`config.mk`:
```
export PLATFORM = sky130hd
export DESIGN_NAME = lane_color_classifier_unit
export DESIGN_NICKNAME = d
export VERILOG_FILES = /design/src/sv/lcc_pkg.sv /design/src/sv/lcc_fifo.sv /design/src/sv/lcc_front.sv /design/src/sv/lcc_back.sv /design/src/sv/lane_color_classifier_unit.sv
export SDC_FILE = /design/constraint.sdc
export NUM_CORES = 1
export LEC_CHECK = 0
export BUFFER_PORTS_ARGS = -buffer_cell sky130_fd_sc_hd__buf_4
export CORE_ASPECT_RATIO = 0.75
export CORE_MARGIN = 2
export CORE_UTILIZATION = 42
export CTS_CLUSTER_SIZE = 10
export DETAILED_ROUTE_END_ITERATION = 12
export GPL_ROUTABILITY_DRIVEN = 0
export PLACE_DENSITY = 0.66
export SETUP_SLACK_MARGIN = 0.15
export SLEW_MARGIN = 25
export SYNTH_ARGS = -nofsm -noshare
export SYNTH_HDL_FRONTEND = slang
export SYNTH_SLANG_ARGS = --single-unit
```
`constraint.sdc`:
```
create_clock -name clk -period 8.2 [get_ports clk]
set_input_delay 1.23 -clock clk [delete_from_list [all_inputs] [get_ports clk]]
set_output_delay 1.23 -clock clk [all_outputs]
set_load 0.02 [all_outputs]
```
`src/sv/lcc_pkg.sv`:
```
// lcc_pkg: shared types and constants of the lane color classifier.
// No dependencies; used by lcc_front, lcc_back and the top level.
`default_nettype none

package lcc_pkg;

  localparam int TALLY_W = 20;
  localparam logic [TALLY_W-1:0] TALLY_MAX = '1;

  // minimum S and V for a pixel to be counted
  localparam logic [7:0] SV_MIN = 8'd100;
  // tally that a lane color must exceed to be reported
  localparam logic [TALLY_W-1:0] COUNT_MIN = TALLY_W'(100);

  // color codes of a result
  localparam logic [1:0] COLOR_NONE = 2'd0;
  localparam logic [1:0] COLOR_RED  = 2'd1;
  localparam logic [1:0] COLOR_BLUE = 2'd2;

  // Hue numerator N = 60*off + diff, half-degree hue q = N / (2*diff).
  // q >= k  <=>  N >= 2k*diff, so each hue bound is a multiple of diff.
  localparam int HUE_SCALE  = 60;
  localparam int RED_LO_MUL = 40;   // q >= 20
  localparam int RED_HI_MUL = 82;   // q <= 40
  localparam int RED_WR_MUL = 400;  // q >= 200 (hue 170..180 after wrap)
  localparam int BLU_LO_MUL = 280;  // q >= 140
  localparam int BLU_HI_MUL = 322;  // q <= 160
  // S >= 100  <=>  510*diff >= 199*v
  localparam int SAT_DIFF_MUL = 510;
  localparam int SAT_V_MUL    = 199;

  typedef struct packed {
    logic [7:0] pix_blue;
    logic [7:0] pix_green;
    logic [7:0] pix_red;
    logic       frame_last;
  } in_t;

  typedef struct packed {
    logic [1:0]         lane_code;
    logic [TALLY_W-1:0] red_total;
    logic [TALLY_W-1:0] blue_total;
  } out_t;

  // per-pixel verdict passed from front to back
  typedef struct packed {
    logic red_hit;
    logic blue_hit;
    logic last;
  } cls_t;

endpackage

`default_nettype wire

```
`src/sv/lcc_fifo.sv`:
```
// lcc_fifo: small synchronous queue with a combinational head.
// Depends on nothing; used between front and back and on the result side.
`default_nettype none

module lcc_fifo #(
  parameter int WIDTH      = 3,
  parameter int DEPTH_LOG2 = 2
) (
  input  wire logic             clk,
  input  wire logic             rst_n,
  input  wire logic             push,
  input  wire logic [WIDTH-1:0] wr_data,
  output logic                  full,
  input  wire logic             pop,
  output logic [WIDTH-1:0]      rd_data,
  output logic                  empty
);

  localparam int DEPTH = 1 << DEPTH_LOG2;

  logic [WIDTH-1:0]      mem_r [DEPTH];
  logic [DEPTH_LOG2-1:0] wr_ptr_r, wr_ptr_nxt;
  logic [DEPTH_LOG2-1:0] rd_ptr_r, rd_ptr_nxt;
  logic [DEPTH_LOG2:0]   cnt_r, cnt_nxt;
  logic                  do_push, do_pop;

  assign full    = (cnt_r == (DEPTH_LOG2+1)'(DEPTH));
  assign empty   = (cnt_r == '0);
  assign do_push = push && !full;
  assign do_pop  = pop && !empty;
  assign rd_data = mem_r[rd_ptr_r];

  always_comb begin
    wr_ptr_nxt = do_push ? wr_ptr_r + 1'b1 : wr_ptr_r;
    rd_ptr_nxt = do_pop ? rd_ptr_r + 1'b1 : rd_ptr_r;
    cnt_nxt    = cnt_r;
    if (do_push && !do_pop) begin
      cnt_nxt = cnt_r + 1'b1;
    end else if (do_pop && !do_push) begin
      cnt_nxt = cnt_r - 1'b1;
    end
  end

  always_ff @(posedge clk) begin
    if (!rst_n) begin
      wr_ptr_r <= '0;
      rd_ptr_r <= '0;
      cnt_r    <= '0;
    end else begin
      wr_ptr_r <= wr_ptr_nxt;
      rd_ptr_r <= rd_ptr_nxt;
      cnt_r    <= cnt_nxt;
    end
  end

  always_ff @(posedge clk) begin
    if (do_push) begin
      mem_r[wr_ptr_r] <= wr_data;
    end
  end

endmodule

`default_nettype wire

```
`src/sv/lcc_front.sv`:
```
// lcc_front: two-stage pixel classifier (max/min/hue offset, then thresholds).
// Depends on lcc_pkg.
`default_nettype none

module lcc_front import lcc_pkg::*; (
  input  wire logic clk,
  input  wire logic rst_n,
  input  wire logic in_push,
  input  wire in_t  in_data,
  output logic      in_full,
  output logic      cls_vld,
  output cls_t      cls_data,
  input  wire logic cls_full
);

  // stage 1 registers
  logic        s1_vld_r, s1_vld_nxt;
  logic [7:0]  s1_v_r, s1_diff_r;
  logic [10:0] s1_off_r;
  logic        s1_last_r;
  // stage 2 registers
  logic        s2_vld_r, s2_vld_nxt;
  cls_t        s2_cls_r, s2_cls_nxt;

  logic        s1_rdy, s2_rdy, s1_load, s2_load;
  logic [7:0]  v, mn, diff;
  logic [10:0] off;
  logic [16:0] num, d17;
  logic        sv_ok, red_q, blue_q;

  assign s2_rdy  = !s2_vld_r || !cls_full;
  assign s1_rdy  = !s1_vld_r || s2_rdy;
  assign in_full = !s1_rdy;
  assign s1_load = in_push && s1_rdy;
  assign s2_load = s1_vld_r && s2_rdy;

  // stage 1: value, spread and hue offset (off = hue numerator + diff, 0..6*diff)
  always_comb begin
    v  = in_data.pix_red;
    mn = in_data.pix_red;
    if (in_data.pix_green > v)  v  = in_data.pix_green;
    if (in_data.pix_blue > v)   v  = in_data.pix_blue;
    if (in_data.pix_green < mn) mn = in_data.pix_green;
    if (in_data.pix_blue < mn)  mn = in_data.pix_blue;
    diff = v - mn;
    priority if (v == in_data.pix_red) begin
      off = 11'(in_data.pix_green) + 11'(diff) - 11'(in_data.pix_blue);
    end else if (v == in_data.pix_green) begin
      off = 11'(in_data.pix_blue) + (11'(diff) << 1) + 11'(diff)
            - 11'(in_data.pix_red);
    end else begin
      off = 11'(in_data.pix_red) + (11'(diff) << 2) + 11'(diff)
            - 11'(in_data.pix_green);
    end
  end

  // stage 2: saturation and hue windows as products against diff and v
  always_comb begin
    d17   = 17'(s1_diff_r);
    num   = 17'(s1_off_r) * 17'(HUE_SCALE) + d17;
    sv_ok = (s1_v_r >= SV_MIN) &&
            (d17 * 17'(SAT_DIFF_MUL) >= 17'(s1_v_r) * 17'(SAT_V_MUL));
    red_q = (num >= d17 * 17'(RED_LO_MUL) && num < d17 * 17'(RED_HI_MUL)) ||
            (num >= d17 * 17'(RED_WR_MUL));
    blue_q = (num >= d17 * 17'(BLU_LO_MUL)) && (num < d17 * 17'(BLU_HI_MUL));
    // grey pixels have S = 0 and are rejected by sv_ok
    s2_cls_nxt.red_hit  = sv_ok && red_q;
    s2_cls_nxt.blue_hit = sv_ok && !red_q && blue_q;
    s2_cls_nxt.last     = s1_last_r;
  end

  always_comb begin
    s1_vld_nxt = s1_load || (s1_vld_r && !s2_rdy);
    s2_vld_nxt = s2_load || (s2_vld_r && cls_full);
  end

  always_ff @(posedge clk) begin
    if (!rst_n) begin
      s1_vld_r <= 1'b0;
      s2_vld_r <= 1'b0;
    end else begin
      s1_vld_r <= s1_vld_nxt;
      s2_vld_r <= s2_vld_nxt;
    end
  end

  always_ff @(posedge clk) begin
    if (s1_load) begin
      s1_v_r    <= v;
      s1_diff_r <= diff;
      s1_off_r  <= off;
      s1_last_r <= in_data.frame_last;
    end
    if (s2_load) begin
      s2_cls_r <= s2_cls_nxt;
    end
  end

  assign cls_vld  = s2_vld_r;
  assign cls_data = s2_cls_r;

endmodule

`default_nettype wire

```
`src/sv/lcc_back.sv`:
```
// lcc_back: saturating red/blue tallies and the end-of-region report.
// Depends on lcc_pkg.
`default_nettype none

module lcc_back import lcc_pkg::*; #(
  parameter int MAX_PIXELS = 524288
) (
  input  wire logic clk,
  input  wire logic rst_n,
  input  wire logic cls_empty,
  input  wire cls_t cls_data,
  output logic      cls_pop,
  output logic      res_push,
  output out_t      res_data,
  input  wire logic res_full
);

  localparam int TALLY_CAP_I = (MAX_PIXELS > int'(TALLY_MAX)) ? int'(TALLY_MAX) : MAX_PIXELS;
  localparam logic [TALLY_W-1:0] TALLY_CAP = TALLY_W'(TALLY_CAP_I);

  logic [TALLY_W-1:0] red_r, red_nxt, blue_r, blue_nxt;
  logic [TALLY_W-1:0] red_upd, blue_upd;

  // a region's last pixel waits until the result queue has room
  assign cls_pop  = !cls_empty && (!cls_data.last || !res_full);
  assign res_push = cls_pop && cls_data.last;

  always_comb begin
    red_upd  = red_r;
    blue_upd = blue_r;
    if (cls_data.red_hit) begin
      red_upd = (red_r < TALLY_CAP) ? red_r + 1'b1 : TALLY_CAP;
    end
    if (cls_data.blue_hit) begin
      blue_upd = (blue_r < TALLY_CAP) ? blue_r + 1'b1 : TALLY_CAP;
    end

    res_data.red_total  = red_upd;
    res_data.blue_total = blue_upd;
    priority if (red_upd > blue_upd && red_upd > COUNT_MIN) begin
      res_data.lane_code = COLOR_RED;
    end else if (blue_upd > COUNT_MIN) begin
      res_data.lane_code = COLOR_BLUE;
    end else begin
      res_data.lane_code = COLOR_NONE;
    end

    red_nxt  = red_r;
    blue_nxt = blue_r;
    if (cls_pop) begin
      red_nxt  = cls_data.last ? '0 : red_upd;
      blue_nxt = cls_data.last ? '0 : blue_upd;
    end
  end

  always_ff @(posedge clk) begin
    if (!rst_n) begin
      red_r  <= '0;
      blue_r <= '0;
    end else begin
      red_r  <= red_nxt;
      blue_r <= blue_nxt;
    end
  end

endmodule

`default_nettype wire

```
`src/sv/lane_color_classifier_unit.sv`:
```
// lane_color_classifier_unit: top level of the lane color classifier.
// Depends on lcc_pkg, lcc_front, lcc_fifo and lcc_back.
//
// Usage
//   Input queue: drive in_data (blue, green, red, frame_last) and raise
//   in_push; a request is taken at a rising edge with in_push high and
//   in_full low. One pixel can be taken every cycle while in_full stays low.
//   Result queue: while out_empty is low, out_data holds the oldest report
//   (color code, red and blue totals); raise out_pop to take it.
//   A report is produced only for a pixel marked frame_last, and the
//   tallies restart from zero for the next region.
// Path: a report for a region's last pixel passes the two classifier stages
//   and the verdict queue, then one tally update writes it into the result queue.
// Throughput: one pixel per cycle while the result queue has room and nothing stalls,
//   set by the two-stage front pipeline and the registered tally update in the back end.
// Stalls: when out_pop is held low, reports collect in the result queue;
//   once it is full the back end stops at the next last pixel, the verdict
//   queue fills, the front stalls and in_full rises. No request is dropped.
// Reset: rst_n low (synchronous) empties all queues and stages and clears
//   both tallies.
`default_nettype none

module lane_color_classifier_unit import lcc_pkg::*; #(
  parameter int MAX_PIXELS = 524288
) (
  input  wire logic clk,
  input  wire logic rst_n,
  // input queue
  input  wire logic in_push,
  input  wire in_t  in_data,
  output logic      in_full,
  // result queue
  output logic      out_empty,
  input  wire logic out_pop,
  output out_t      out_data
);

  localparam int CLS_DEPTH_LOG2 = 2;
  localparam int RES_DEPTH_LOG2 = 1;

  logic cls_vld, cls_q_full, cls_q_empty, cls_pop;
  cls_t cls_in, cls_out;
  logic res_push, res_full;
  out_t res_in;

  // front: classify each pixel
  lcc_front u_front (
    .clk      (clk),
    .rst_n    (rst_n),
    .in_push  (in_push),
    .in_data  (in_data),
    .in_full  (in_full),
    .cls_vld  (cls_vld),
    .cls_data (cls_in),
    .cls_full (cls_q_full)
  );

  // verdict queue between front and back
  lcc_fifo #(
    .WIDTH      ($bits(cls_t)),
    .DEPTH_LOG2 (CLS_DEPTH_LOG2)
  ) u_cls_q (
    .clk     (clk),
    .rst_n   (rst_n),
    .push    (cls_vld),
    .wr_data (cls_in),
    .full    (cls_q_full),
    .pop     (cls_pop),
    .rd_data (cls_out),
    .empty   (cls_q_empty)
  );

  // back: tallies and region report
  lcc_back #(
    .MAX_PIXELS (MAX_PIXELS)
  ) u_back (
    .clk       (clk),
    .rst_n     (rst_n),
    .cls_empty (cls_q_empty),
    .cls_data  (cls_out),
    .cls_pop   (cls_pop),
    .res_push  (res_push),
    .res_data  (res_in),
    .res_full  (res_full)
  );

  // result queue toward the consumer
  lcc_fifo #(
    .WIDTH      ($bits(out_t)),
    .DEPTH_LOG2 (RES_DEPTH_LOG2)
  ) u_res_q (
    .clk     (clk),
    .rst_n   (rst_n),
    .push    (res_push),
    .wr_data (res_in),
    .full    (res_full),
    .pop     (out_pop),
    .rd_data (out_data),
    .empty   (out_empty)
  );

endmodule

`default_nettype wire
```
Yosys cells after proc, flatten, opt, wreduce, memory -nomap -nowiden --
Memory sizes are Yosys's and may differ from the RTL's. A register that Yosys moved wholly into a read port is not among the register bits. Index checks and enable logic that the tools add are counted.
Operators by class: $lt $le $gt $ge 16, reductions and logical operators 45, equal/unequal tests 4, add/subtract/negate cells 20, multipliers 8, multiplexer cells 26
Operators by type and width (count):
- two-way mux 20 bit | 6
- multiplier 8 x 8 -> 16 bit (second input constant) | 3
- adder 20 x 1 -> 20 bit (second input constant) | 2
- greater-than comparator 20 x 7 -> 1 bit (second input constant) | 2
- less-than comparator 20 bit (second input constant) | 2
- greater-or-equal comparator 17 bit | 2
- subtractor 11 x 8 -> 11 bit | 3
- two-way mux 8 bit | 4
- multiplier 8 x 6 -> 14 bit (second input constant) | 2
- adder 11 x 8 -> 11 bit | 2
- two-way mux 11 bit | 2
- logical AND 1 bit | 21
- greater-than comparator 20 bit | 1
- adder 17 x 8 -> 17 bit | 1
- greater-or-equal comparator 17 x 14 -> 1 bit | 1
- greater-or-equal comparator 17 x 16 -> 1 bit | 1
- less-than comparator 17 x 15 -> 1 bit | 1
- less-than comparator 17 bit | 1
- == test 8 bit | 2
- greater-than comparator 8 bit | 2
- less-than comparator 8 bit | 2
- multiplier 11 x 4 -> 15 bit (second input constant) | 1
- zero test 1 bit | 14
- multiplier 8 x 5 -> 13 bit (second input constant) | 1
- other kinds (20) | 40
Storage, ports and cells: bits in writable memories 96, input bits 29, register bits after elaboration 84, output and inout port bits 44, memories kept 2, word-level logic and storage cells 138
Memory list:
- u_res_q.mem_r | depth 2, width 42, rd ports 1, clocked after memory_dff 1, write ports 1, line lcc_fifo.sv:21 | logic [WIDTH-1:0] mem_r [DEPTH];
- u_cls_q.mem_r | depth 4, width 3, rd ports 1, clocked after memory_dff 1, write ports 1, line lcc_fifo.sv:21

Longest topological paths before layout --
Gate-level depths: netlist of the first run.
depth after elaboration 10, gate-level depth with buffers 41, depth with buffers taken out 39

By module --
From an unflattened synthesis of the first run, not the netlist that was laid out.
Unflattened totals: cell total of the unflattened synthesis 2074, area total of the unflattened synthesis 20418.3 um^2
By module, submodules not included:
- lcc_front | cells each 1451, instances 1, area each 13105.1 um^2, seq. area each 970.9 um^2
- lcc_fifo (u_res_q) | cells each 156, instances 1, area each 3254.4 um^2, seq. area each 2622.5 um^2
- lcc_back | cells each 404, instances 1, area each 3141.8 um^2, seq. area each 800.8 um^2
- lcc_fifo (u_cls_q) | cells each 63, instances 1, area each 917.1 um^2, seq. area each 540.5 um^2

Worst setup path before layout of the first run --
No wires, ideal clock.
kind input to register, from in in_data[8] in the netlist's numbering, to reg u_front.s1_off_r[10], data pin, data arrival time 8.400 ns, setup slack -0.456 ns, setup time 0.257 ns, data required time 7.943 ns, path buffers 1, stages 38, cell sequence inv_1 > ha_1 > a21oi_1 > o21a_1 > nor2_1 > nor2_1 > buf_2 > nor2_1 > a21oi_1 > ha_1 > and4_1 > and2_1 > nand3_1 > a21oi_1 > or3_4 > o21a_1 > nor4_2 > or2_2 > [2 not listed] > a21oi_1 > maj3_1 > o31ai_1 > xor2_1 > ha_1 > a21o_1 > a31oi_1 > xnor2_1 > fa_1 > ha_1 > o21ai_0 > nand2b_1 > and2_1 > o21a_1 > nor2_1 > nor3_1 > mux2i_1 > nand2_1
On the way: cells in the longest elaborated chain, start to end 10, elaborated cells between the ends (all ways) 21, classes of those cells 9 x add/sub; 4 x order compare; 2 x eq/ne; 6 x mux
Ends and longest elaborated chain:
- start, declared | line lane_color_classifier_unit.sv:30 | input wire in_t in_data,
- greater-than comparator 8 bit | line lcc_front.sv:41 | if (in_data.pix_green > v) v = in_data.pix_green;
- two-way mux 8 bit (*) | line lcc_front.sv:41
- greater-than comparator 8 bit | line lcc_front.sv:42 | if (in_data.pix_blue > v) v = in_data.pix_blue;
- two-way mux 8 bit (*) | line lcc_front.sv:42
- via u_front.v[1] | line lcc_front.sv:26 | logic [7:0] v, mn, diff;
- subtractor 8 bit (*) | line lcc_front.sv:45 | diff = v - mn;
- via u_front.diff[5] | line lcc_front.sv:26
- adder 8 x 10 -> 11 bit / adder 8 x 9 -> 10 bit (equally long branches) | line lcc_front.sv:52, lcc_front.sv:49
- adder 11 x 8 -> 11 bit, on equally long branches | line lcc_front.sv:52, lcc_front.sv:49
- subtractor 11 x 8 -> 11 bit, on equally long branches | line lcc_front.sv:53, lcc_front.sv:50
- two-way mux 11 bit | line lcc_front.sv:48 | end else if (v == in_data.pix_green) begin
- two-way mux 11 bit (*) | line lcc_front.sv:46 | priority if (v == in_data.pix_red) begin
- via u_front.off[10] | line lcc_front.sv:27 | logic [10:0] off;
- end signal, assigned | line lcc_front.sv:91 | s1_off_r <= off;
- end, declared | line lcc_front.sv:19 | logic [10:0] s1_off_r;
The timed path passes the listed nets; every way through them passes the cells marked *. A chain may end at the register's enable or synchronous reset.

Worst setup path in the final report of the first run --
from in in_data[4] in the netlist's numbering, to reg u_front.s1_off_r[10], data pin
Same word-level chain as after synthesis.

==> results_dict.tcl, run 1 <==
set metrics [dict create \
    drc 0 \
    die-area_um2 50800 \
    final.min_clock_period_ns 7.83 \
    cts-root-buf "clkbuf_16" \
    fillerInstances 4438 \
    worst_slack_ns 0.371 \
    postSynthAreaPerCell_um2 9.50 \
    rsz0062_at_grt "true" \
    hold_path_depth 0 \
    cts_tree "built" \
    maxCapViolCount 0 \
    core.rowCount 70 \
    synth_cells 2164 \
    synth-edff-count 127 \
    path_class "in2reg" \
    final_cell_mix "ha_1 (364), inv_1 (322), buf_4 (219)" \
    routedWlPerCell_um 17.2 \
    relSlewSlack_pct 36.7 \
    timing.final.crit_share_pct 95.5 \
    die_w_um 259 \
    fin_nets 2882 \
    drt_wl_total_mm 51.9 \
    grt_pass1_wl_mm 83.5 \
    ys_seq_elements 183 \
    cp.arrival_ns 8.03 \
    htree_levels 4 \
    crit_required_ns 8.40 \
    syn-num-nets 2679 \
    fin_skew_ns 0.0144 \
    clk_latency_ns 0.45 \
    clock_path_buffers 2 \
    worstRegToRegCells 23 \
    ys_seq_area_share_pct 24.0 \
    synth_area_leader_cell "ha_1" \
    area_delta_synth_final_pct 16.8 \
    dr.first_iter.drc_count 1185 \
    tightest_slew_ns 0.940 \
    dp_hpwl_mm 42.0 \
    ant_nets 0 \
    hold_path.class "reg2reg" \
    initial_core_util_pct 42.4 \
    synth_flop_cell "edfxtp_1" \
    clk_pin_slew_ns 0.08 \
    routed_via_density 5.37 \
    async_reset_ff_share_pct 0 \
    cts_buffers 17 \
    run_status "finished, final reports clean" \
    io_pins 73 \
    synth_area_leaders "ha_1 (23%), edfxtp_1 (19%), fa_1 (10%)" \
    endpoint_kind "register" \
    hold_viol 0 \
    placedCellCount 2993 \
    dr.pass1.iters 8 \
    yosys_warnings 0 \
    finalNonFillerCells 3028 \
    portBuffers 72 \
    netlist.area_leader.share_pct 23.1 \
    synth_cell_types 82 \
    post-place-ws_ns -0.422 \
    finalSetupViolCount 0 \
    die_h_um 196 \
    routed-via-count 16258 \
    grt_max_degree 55 \
    grt_usage_pct 20.6 \
    grt_pass1_vias 16115 \
    antenna_found_initial 0 \
    drv_slew 0 \
    drive_gt1_share_pct 16.8 \
    cts_sinks 183 \
    crit_fanout 10 \
    overflow 0 \
    fmax_mhz 128 \
    critPathSlowestCell "fa_1" \
    layout_commonest_cell "ha_1" \
    diodes 0 \
    core_area_um2 48500 \
    max_stage_delay_ns 0.52 \
    synth.cell_area_um2 20600 \
    start_kind "primary input" \
]
## critical path: cells and delay by family
kind | cells | cell delay (ns)
XOR/XNOR | 2 | 0.46
AND/OR/NAND/NOR | 15 | 2.03
adder cells (fa/ha/maj) | 7 | 2.25
AO/OA/AOI/OAI | 9 | 1.48
buffers and inverters | 5 | 0.40
multiplexers | 1 | 0.15
## state kept, by name, summed over array words and instances, names as in the netlist, 3 cells and up, named ones only
signal	count
u_res_q.mem_r	84
u_back.blue_r	20
u_back.red_r	20
u_cls_q.mem_r	12
u_front.s1_off_r	11
u_front.s1_diff_r	8
u_front.s1_v_r	8
u_cls_q.cnt_r	3
u_front.cls_data	3
## cell families after synthesis
family          Yosys count  share of synthesized area (%)
compound gates          455                           14.1
xor+xnor                144                           6.17
fa+ha+maj               487                           33.5
buf+inv                 364                           6.74
flops                   183                           24.0
mux                      56                           3.12
simple gates            475                           12.3
## final cells by class
class | instances | area, µm² | area share (%)
clock buffer | 18 | 439 | 1.83
clock inverter | 14 | 170 | 0.709
inverter | 327 | 1230 | 5.14
multi-input combinational | 1617 | 14700 | 61.4
sequential | 183 | 4940 | 20.6
tap | 648 | 811 | 3.38
timing repair buffer | 221 | 1670 | 6.94
## worst paths after layout
path,start,end,slack [ns]
min,u_front.s1_last_r$_DFFE_PP_,u_front.cls_data[0]$_DFFE_PP_,0.46
min reg2reg,u_front.s1_last_r$_DFFE_PP_,u_front.cls_data[0]$_DFFE_PP_,0.46
max,in_data[4],u_front.s1_off_r[10]$_DFFE_PP_,0.37
max reg2reg,u_front.s1_diff_r[5]$_DFFE_PP_,u_front.cls_data[1]$_DFFE_PP_,1.51
## metal layers
metal	global-route usage, %	routed length [µm]	vias to the layer above
met4	4.36	708	0
li1	-	-	7924
met3	3.35	3370	52
met5	0	0	-
met1	30.5	25400	7812
met2	31.4	22400	470
## what timing repair did
| item | CTS | global route |
|---|---|---|
| buffers inserted | 0 | 3 |
| hold endpoints to repair | 0 | 0 |
| gates resized for setup | 4 | 56 |
| endpoints found under the setup margin | 4 | 5 |
| pin swaps | 0 | 30 |
| hold buffers | 0 | 0 |
## synthesized netlist by cell type (50+ instances only)
| cell type | number |
|---|---|
| nand2_1 | 74 |
| a21o_1 | 50 |
| fa_1 | 107 |
| nor2b_1 | 73 |
| a21oi_1 | 140 |
| nor2_1 | 108 |
| dfxtp_1 | 56 |
| xnor2_1 | 90 |
| inv_1 | 327 |
| o21ai_0 | 100 |
| xor2_1 | 53 |
| edfxtp_1 | 127 |
| ha_1 | 379 |
## per-stage QoR
step,setup TNS [ns],hold WS [ns],util [%],area [µm²]
after floorplan,0,0.400,-,20800
after global placement,-1.08,0.437,47.6,23100
after detailed placement,-1.61,0.432,47.6,23100
after CTS,0,0.453,48.8,23700
after global routing,0,0.448,49.5,24000
final,0,0.455,49.5,24000
Power of run 1 is not shown: default switching activity piles up to over one toggle a cycle in this logic, so the estimate is an artifact.
==> inputs of run 2 (changes only) <==
--- a/config.mk
+++ b/config.mk
@@ -6,7 +6,6 @@
 export NUM_CORES = 1
 export LEC_CHECK = 0
 export BUFFER_PORTS_ARGS = -buffer_cell sky130_fd_sc_hd__buf_4
-export CORE_ASPECT_RATIO = 0.75
 export CORE_MARGIN = 2
 export CORE_UTILIZATION = 42
 export CTS_CLUSTER_SIZE = 10
==> results_dict.tcl, run 2 (synthesized netlist as in run 1, its figures left out) <==
set metrics [dict create \
    run_status "finished, final reports clean" \
    die_h_um 225 \
    finalNonFillerCells 3001 \
    cts_sinks 183 \
    multiInputGateArea_um2 14800 \
    reg2reg_from "u_front.s1_diff_r[5]$_DFFE_PP_" \
    htree_levels 4 \
    startpoint "in_data[8]" \
    rsz0062_at_grt "true" \
    routed-via-count 16153 \
    path_class "in2reg" \
    drt_wl_total_mm 49.7 \
    drv_slew 0 \
    drive_gt1_share_pct 17.2 \
    dr.first_iter.drc_count 957 \
    worst_slack_ns 0.368 \
    maxCapViolCount 0 \
    tns_ns 0 \
    grt_max_degree 55 \
    ant_nets 0 \
    largest_reg_flops 84 \
    portBuffers 72 \
    post-place-ws_ns -0.394 \
    relSlewSlack_pct 38.2 \
    die-area_um2 50700 \
    seq_area_um2 4940 \
    overflow 0 \
    start_kind "primary input" \
    routed_via_density 5.38 \
    hold_buffers 0 \
    dp_hpwl_mm 40.1 \
    hold_viol 0 \
    die_w_um 225 \
    clock_path_buffers 2 \
    crit_required_ns 8.39 \
    cp.arrival_ns 8.03 \
    timing.final.crit_share_pct 95.5 \
    hold_path.class "reg2reg" \
    finalSetupViolCount 0 \
    cts_tree "built" \
    routedWlPerCell_um 16.5 \
    final_cell_mix "ha_1 (358), inv_1 (319), buf_4 (214)" \
    grt_usage_pct 19.8 \
    fin_skew_ns 0.00899 \
    antenna_found_initial 0 \
    final.min_clock_period_ns 7.83 \
    grt_pass1_vias 16358 \
    fillerInstances 4425 \
    holdWs_ns 0.450 \
    core.rowCount 81 \
    clk_pin_slew_ns 0.07 \
    area_delta_synth_final_pct 16.9 \
    largestRegisters "u_res_q.mem_r: 84 flops, u_back.blue_r: 20 flops, u_back.red_r: 20 flops" \
    worstRegToRegCells 21 \
    drc 0 \
    io_pins 73 \
    tightest_slew_ns 0.927 \
    placedCellCount 2960 \
    fmax_mhz 128 \
    hold_path_depth 0 \
    core_area_um2 48600 \
    largest_register "u_res_q.mem_r" \
    layout_commonest_cell "ha_1" \
    dr.pass1.iters 6 \
    cts-root-buf "clkbuf_16" \
    fin_nets 2881 \
    cts_buffers 17 \
    diodes 0 \
    clk_latency_ns 0.44 \
    initial_core_util_pct 42.3 \
    critPathSlowestCell "fa_2" \
    grt_pass1_wl_mm 80.4 \
    crit_fanout 8 \
    min_from "u_front.s1_last_r$_DFFE_PP_" \
    max_stage_delay_ns 0.63 \
    endpoint_kind "register" \
]
run 2: metal layers:
| layer | routed length [µm] | track usage, % |
|---|---|---|
| met1 | 22100 | 25.8 |
| met3 | 2220 | 2.43 |
| met4 | 1530 | 6.54 |
| met2 | 23800 | 33.9 |
| met5 | 0 | 0 |
run 2: cell type report:
type | count | share of cell area (%)
Clock inverter | 15 | 0.583
Timing Repair Buffer | 220 | 6.98
Sequential cell | 183 | 20.6
Multi-Input combinational cell | 1617 | 61.7
Inverter | 327 | 5.15
Tap cell | 622 | 3.24
Clock buffer | 17 | 1.77
run 2: what timing repair did:
action | CTS | global route
setup buffers | 1 | 8
setup endpoints to repair | 2 | 5
gates resized for setup | 2 | 72
pin swaps | 1 | 45
run 2: final timing paths:
| check | slack (ns) | end |
|---|---|---|
| max | 0.37 | u_front.s1_off_r[10]$_DFFE_PP_ |
| min | 0.45 | u_front.cls_data[0]$_DFFE_PP_ |
| min reg2reg | 0.45 | u_front.cls_data[0]$_DFFE_PP_ |
| max reg2reg | 1.69 | u_front.cls_data[1]$_DFFE_PP_ |
run 2: stage by stage:
step,area [µm²],util [%]
6_report,24000,49.4
3_5_place_dp,23000,47.3
2_1_floorplan,20800,-
5_1_grt,24000,49.4
4_1_cts,23600,48.5
3_3_place_gp,23000,47.3
run 2: critical path, delay by kind of cell:
kind                     cells  cell delay (ns)
adder cells (fa/ha/maj)      6             2.09
AND/OR/NAND/NOR             13             1.77
buffers and inverters        6             0.70
XOR/XNOR                     1             0.15
AO/OA/AOI/OAI               13             1.91
multiplexers                 1             0.16
Power of run 2 is left out for the same reason.
==> inputs of run 3 (changes only) <==
--- a/config.mk
+++ b/config.mk
@@ -5,13 +5,14 @@
 export SDC_FILE = /design/constraint.sdc
 export NUM_CORES = 1
 export LEC_CHECK = 0
+export ABC_AREA = 1
 export BUFFER_PORTS_ARGS = -buffer_cell sky130_fd_sc_hd__buf_4
 export CORE_MARGIN = 2
 export CORE_UTILIZATION = 42
 export CTS_CLUSTER_SIZE = 10
 export DETAILED_ROUTE_END_ITERATION = 12
 export GPL_ROUTABILITY_DRIVEN = 0
-export PLACE_DENSITY = 0.66
+export PLACE_DENSITY = 0.64
 export SETUP_SLACK_MARGIN = 0.15
 export SLEW_MARGIN = 25
 export SYNTH_ARGS = -nofsm -noshare
==> constraint.sdc (replaced) <==
create_clock -name clk -period 10.1 [get_ports clk]
set_input_delay 1.515 -clock clk [delete_from_list [all_inputs] [get_ports clk]]
set_output_delay 1.515 -clock clk [all_outputs]
set_load 0.02 [all_outputs]
==> results_dict.tcl, run 3 <==
set metrics [dict create \
    run_status "finished, final reports clean" \
    portBuffers 72 \
    cts_tree "built" \
    core.rowCount 80 \
    postSynthAreaPerCell_um2 8.47 \
    crit_fanout 20 \
    diodes 0 \
    max_stage_delay_ns 0.61 \
    cts-resized-gates 0 \
    finalSetupViolCount 0 \
    htree_levels 4 \
    synth_area_leaders "ha_1 (23%), edfxtp_1 (19%), fa_1 (11%)" \
    drc 0 \
    async_reset_ff_share_pct 0 \
    fin_nets 2996 \
    largest_register "u_res_q.mem_r" \
    critPathSlowestCell "xor2_1" \
    endpoint_kind "register" \
    hold_path_depth 0 \
    clk_pin_slew_ns 0.07 \
    antenna_found_initial 0 \
    synth_flop_cell "edfxtp_1" \
    largestRegisters "u_res_q.mem_r: 84 flops, u_back.blue_r: 20 flops, u_back.red_r: 20 flops" \
    routed-via-count 15879 \
    grt_pass1_wl_mm 78.6 \
    ys_seq_elements 183 \
    synth_cells 2406 \
    final_cell_mix "inv_1 (489), ha_1 (379), nand2_1 (345)" \
    synth_area_leader_cell "ha_1" \
    routed_via_density 5.11 \
    synth_common_cells "inv_1 (489), ha_1 (379), nand2_1 (345), a21oi_1 (206), nor2_1 (144)" \
    synth_cell_types 57 \
    io_pins 73 \
    grt_max_degree 46 \
    drt_wl_total_mm 47.0 \
    area_delta_synth_final_pct 9.23 \
    final.min_clock_period_ns 8.95 \
    syn-num-nets 2921 \
    relSlewSlack_pct 37.4 \
    dr.first_iter.drc_count 884 \
    path_class "in2reg" \
    hold_path.class "reg2reg" \
    ant_nets 0 \
    cts_sinks 183 \
    r2r_slack_ns 4.14 \
    grt_pass1_vias 16241 \
    die_w_um 224 \
    die-area_um2 50300 \
    fillerInstances 4572 \
    hold_buffers 0 \
    top_usage_layer "met2" \
    fin_skew_ns 0.0167 \
    drv_slew 0 \
    crit_required_ns 10.29 \
    largest_reg_flops 84 \
    synth-edff-count 127 \
    ys_seq_area_share_pct 24.2 \
    grt_util_met1_pct 24.8 \
    core_area_um2 47800 \
    clk_latency_ns 0.45 \
    dr.pass1.iters 5 \
    reg2reg_to "u_front.cls_data[2]$_DFFE_PP_" \
    start_kind "primary input" \
    cts_setup_buffers 0 \
    worstRegToRegCells 25 \
    drive_gt1_share_pct 8.18 \
    tightest_slew_ns 0.928 \
    die_h_um 224 \
    grtUsageMet2_pct 33.2 \
    grt_usage_pct 19.2 \
    cts-root-buf "clkbuf_16" \
    timing.final.crit_share_pct 88.6 \
    tns_ns 0 \
    min_from "u_front.s1_last_r$_DFFE_PP_" \
    yosys_warnings 0 \
    critical_path.most_common_cell "nor2_1" \
    cts_buffers 17 \
    use_met3_pct 2.31 \
    synth.cell_area_um2 20400 \
    fmax_mhz 112 \
    dp_hpwl_mm 38.1 \
    worstHoldEndpoint "u_front.cls_data[0]$_DFFE_PP_" \
    rsz0062_at_grt "false" \
    overflow 0 \
    synth_most_common_cell "inv_1" \
    layout_commonest_cell "inv_1" \
    reg2reg_from "u_front.s1_off_r[0]$_DFFE_PP_" \
    hold_viol 0 \
    clock_path_buffers 2 \
    netlist.area_leader.share_pct 23.3 \
    initial_core_util_pct 42.6 \
    routedWlPerCell_um 15.1 \
    maxCapViolCount 0 \
    cp.arrival_ns 9.14 \
]
==> run 3: cells by family after synthesis <==
kind of cell | synth area share (%)
fa+ha+maj | 33.8
buf+inv | 9.79
mux | 2.32
xor+xnor | 5.33
compound gates | 10.9
simple gates | 13.6
flops | 24.2
==> run 3: final cells by class <==
class                           instances  area, µm²  share of cell area (%)
Clock buffer                           23        522                    2.34
Clock inverter                          9       75.1                   0.337
Sequential cell                       183       4940                    22.2
Inverter                              498       1870                    8.40
Tap cell                              615        769                    3.46
Timing Repair Buffer                   82        616                    2.77
Multi-Input combinational cell       1699      13500                    60.5
==> run 3: stage by stage <==
stage | setup slack [ns] | cells | area (µm²) | util [%] | hold slack, ns
after floorplan | 1.98 | 2406 | 20400 | - | 0.400
after global placement | 1.10 | 3077 | 21700 | 45.3 | 0.446
after detailed placement | 0.797 | 3077 | 21700 | 45.3 | 0.433
after CTS | 1.24 | 3109 | 22300 | 46.5 | 0.451
after global routing | 0.484 | 3109 | 22300 | 46.5 | 0.455
final | 1.15 | 3109 | 22300 | 46.5 | 0.459
==> run 3: critical path: cells and delay by family <==
family / cells / cell delay [ns]
compound gates: 5 / 1.02
simple gates: 29 / 3.31
buf+inv: 7 / 0.61
xor+xnor: 1 / 0.61
fa+ha+maj: 6 / 2.07
==> run 3: worst max path at each step <==
stage          startpoint                              to  slack [ns]
2_1_floorplan  in_data[3]  u_front.s1_off_r[10]$_DFFE_PP_        1.98
3_3_place_gp   in_data[8]  u_front.s1_off_r[10]$_DFFE_PP_        1.10
3_5_place_dp   in_data[8]  u_front.s1_off_r[10]$_DFFE_PP_        0.80
4_1_cts        in_data[8]  u_front.s1_off_r[10]$_DFFE_PP_        1.24
5_1_grt        in_data[8]  u_front.s1_off_r[10]$_DFFE_PP_        0.48
6_report       in_data[8]  u_front.s1_off_r[10]$_DFFE_PP_        1.15
==> run 3: layer usage <==
layer	part of all wire (%)	routed length, µm	vias up
li1	-	-	8073
met1	46	21500	7400
met2	48	22400	335
met3	3.7	1740	71
met4	3.1	1450	0
met5	0	0	-
Power of run 3 is left out for the same reason.
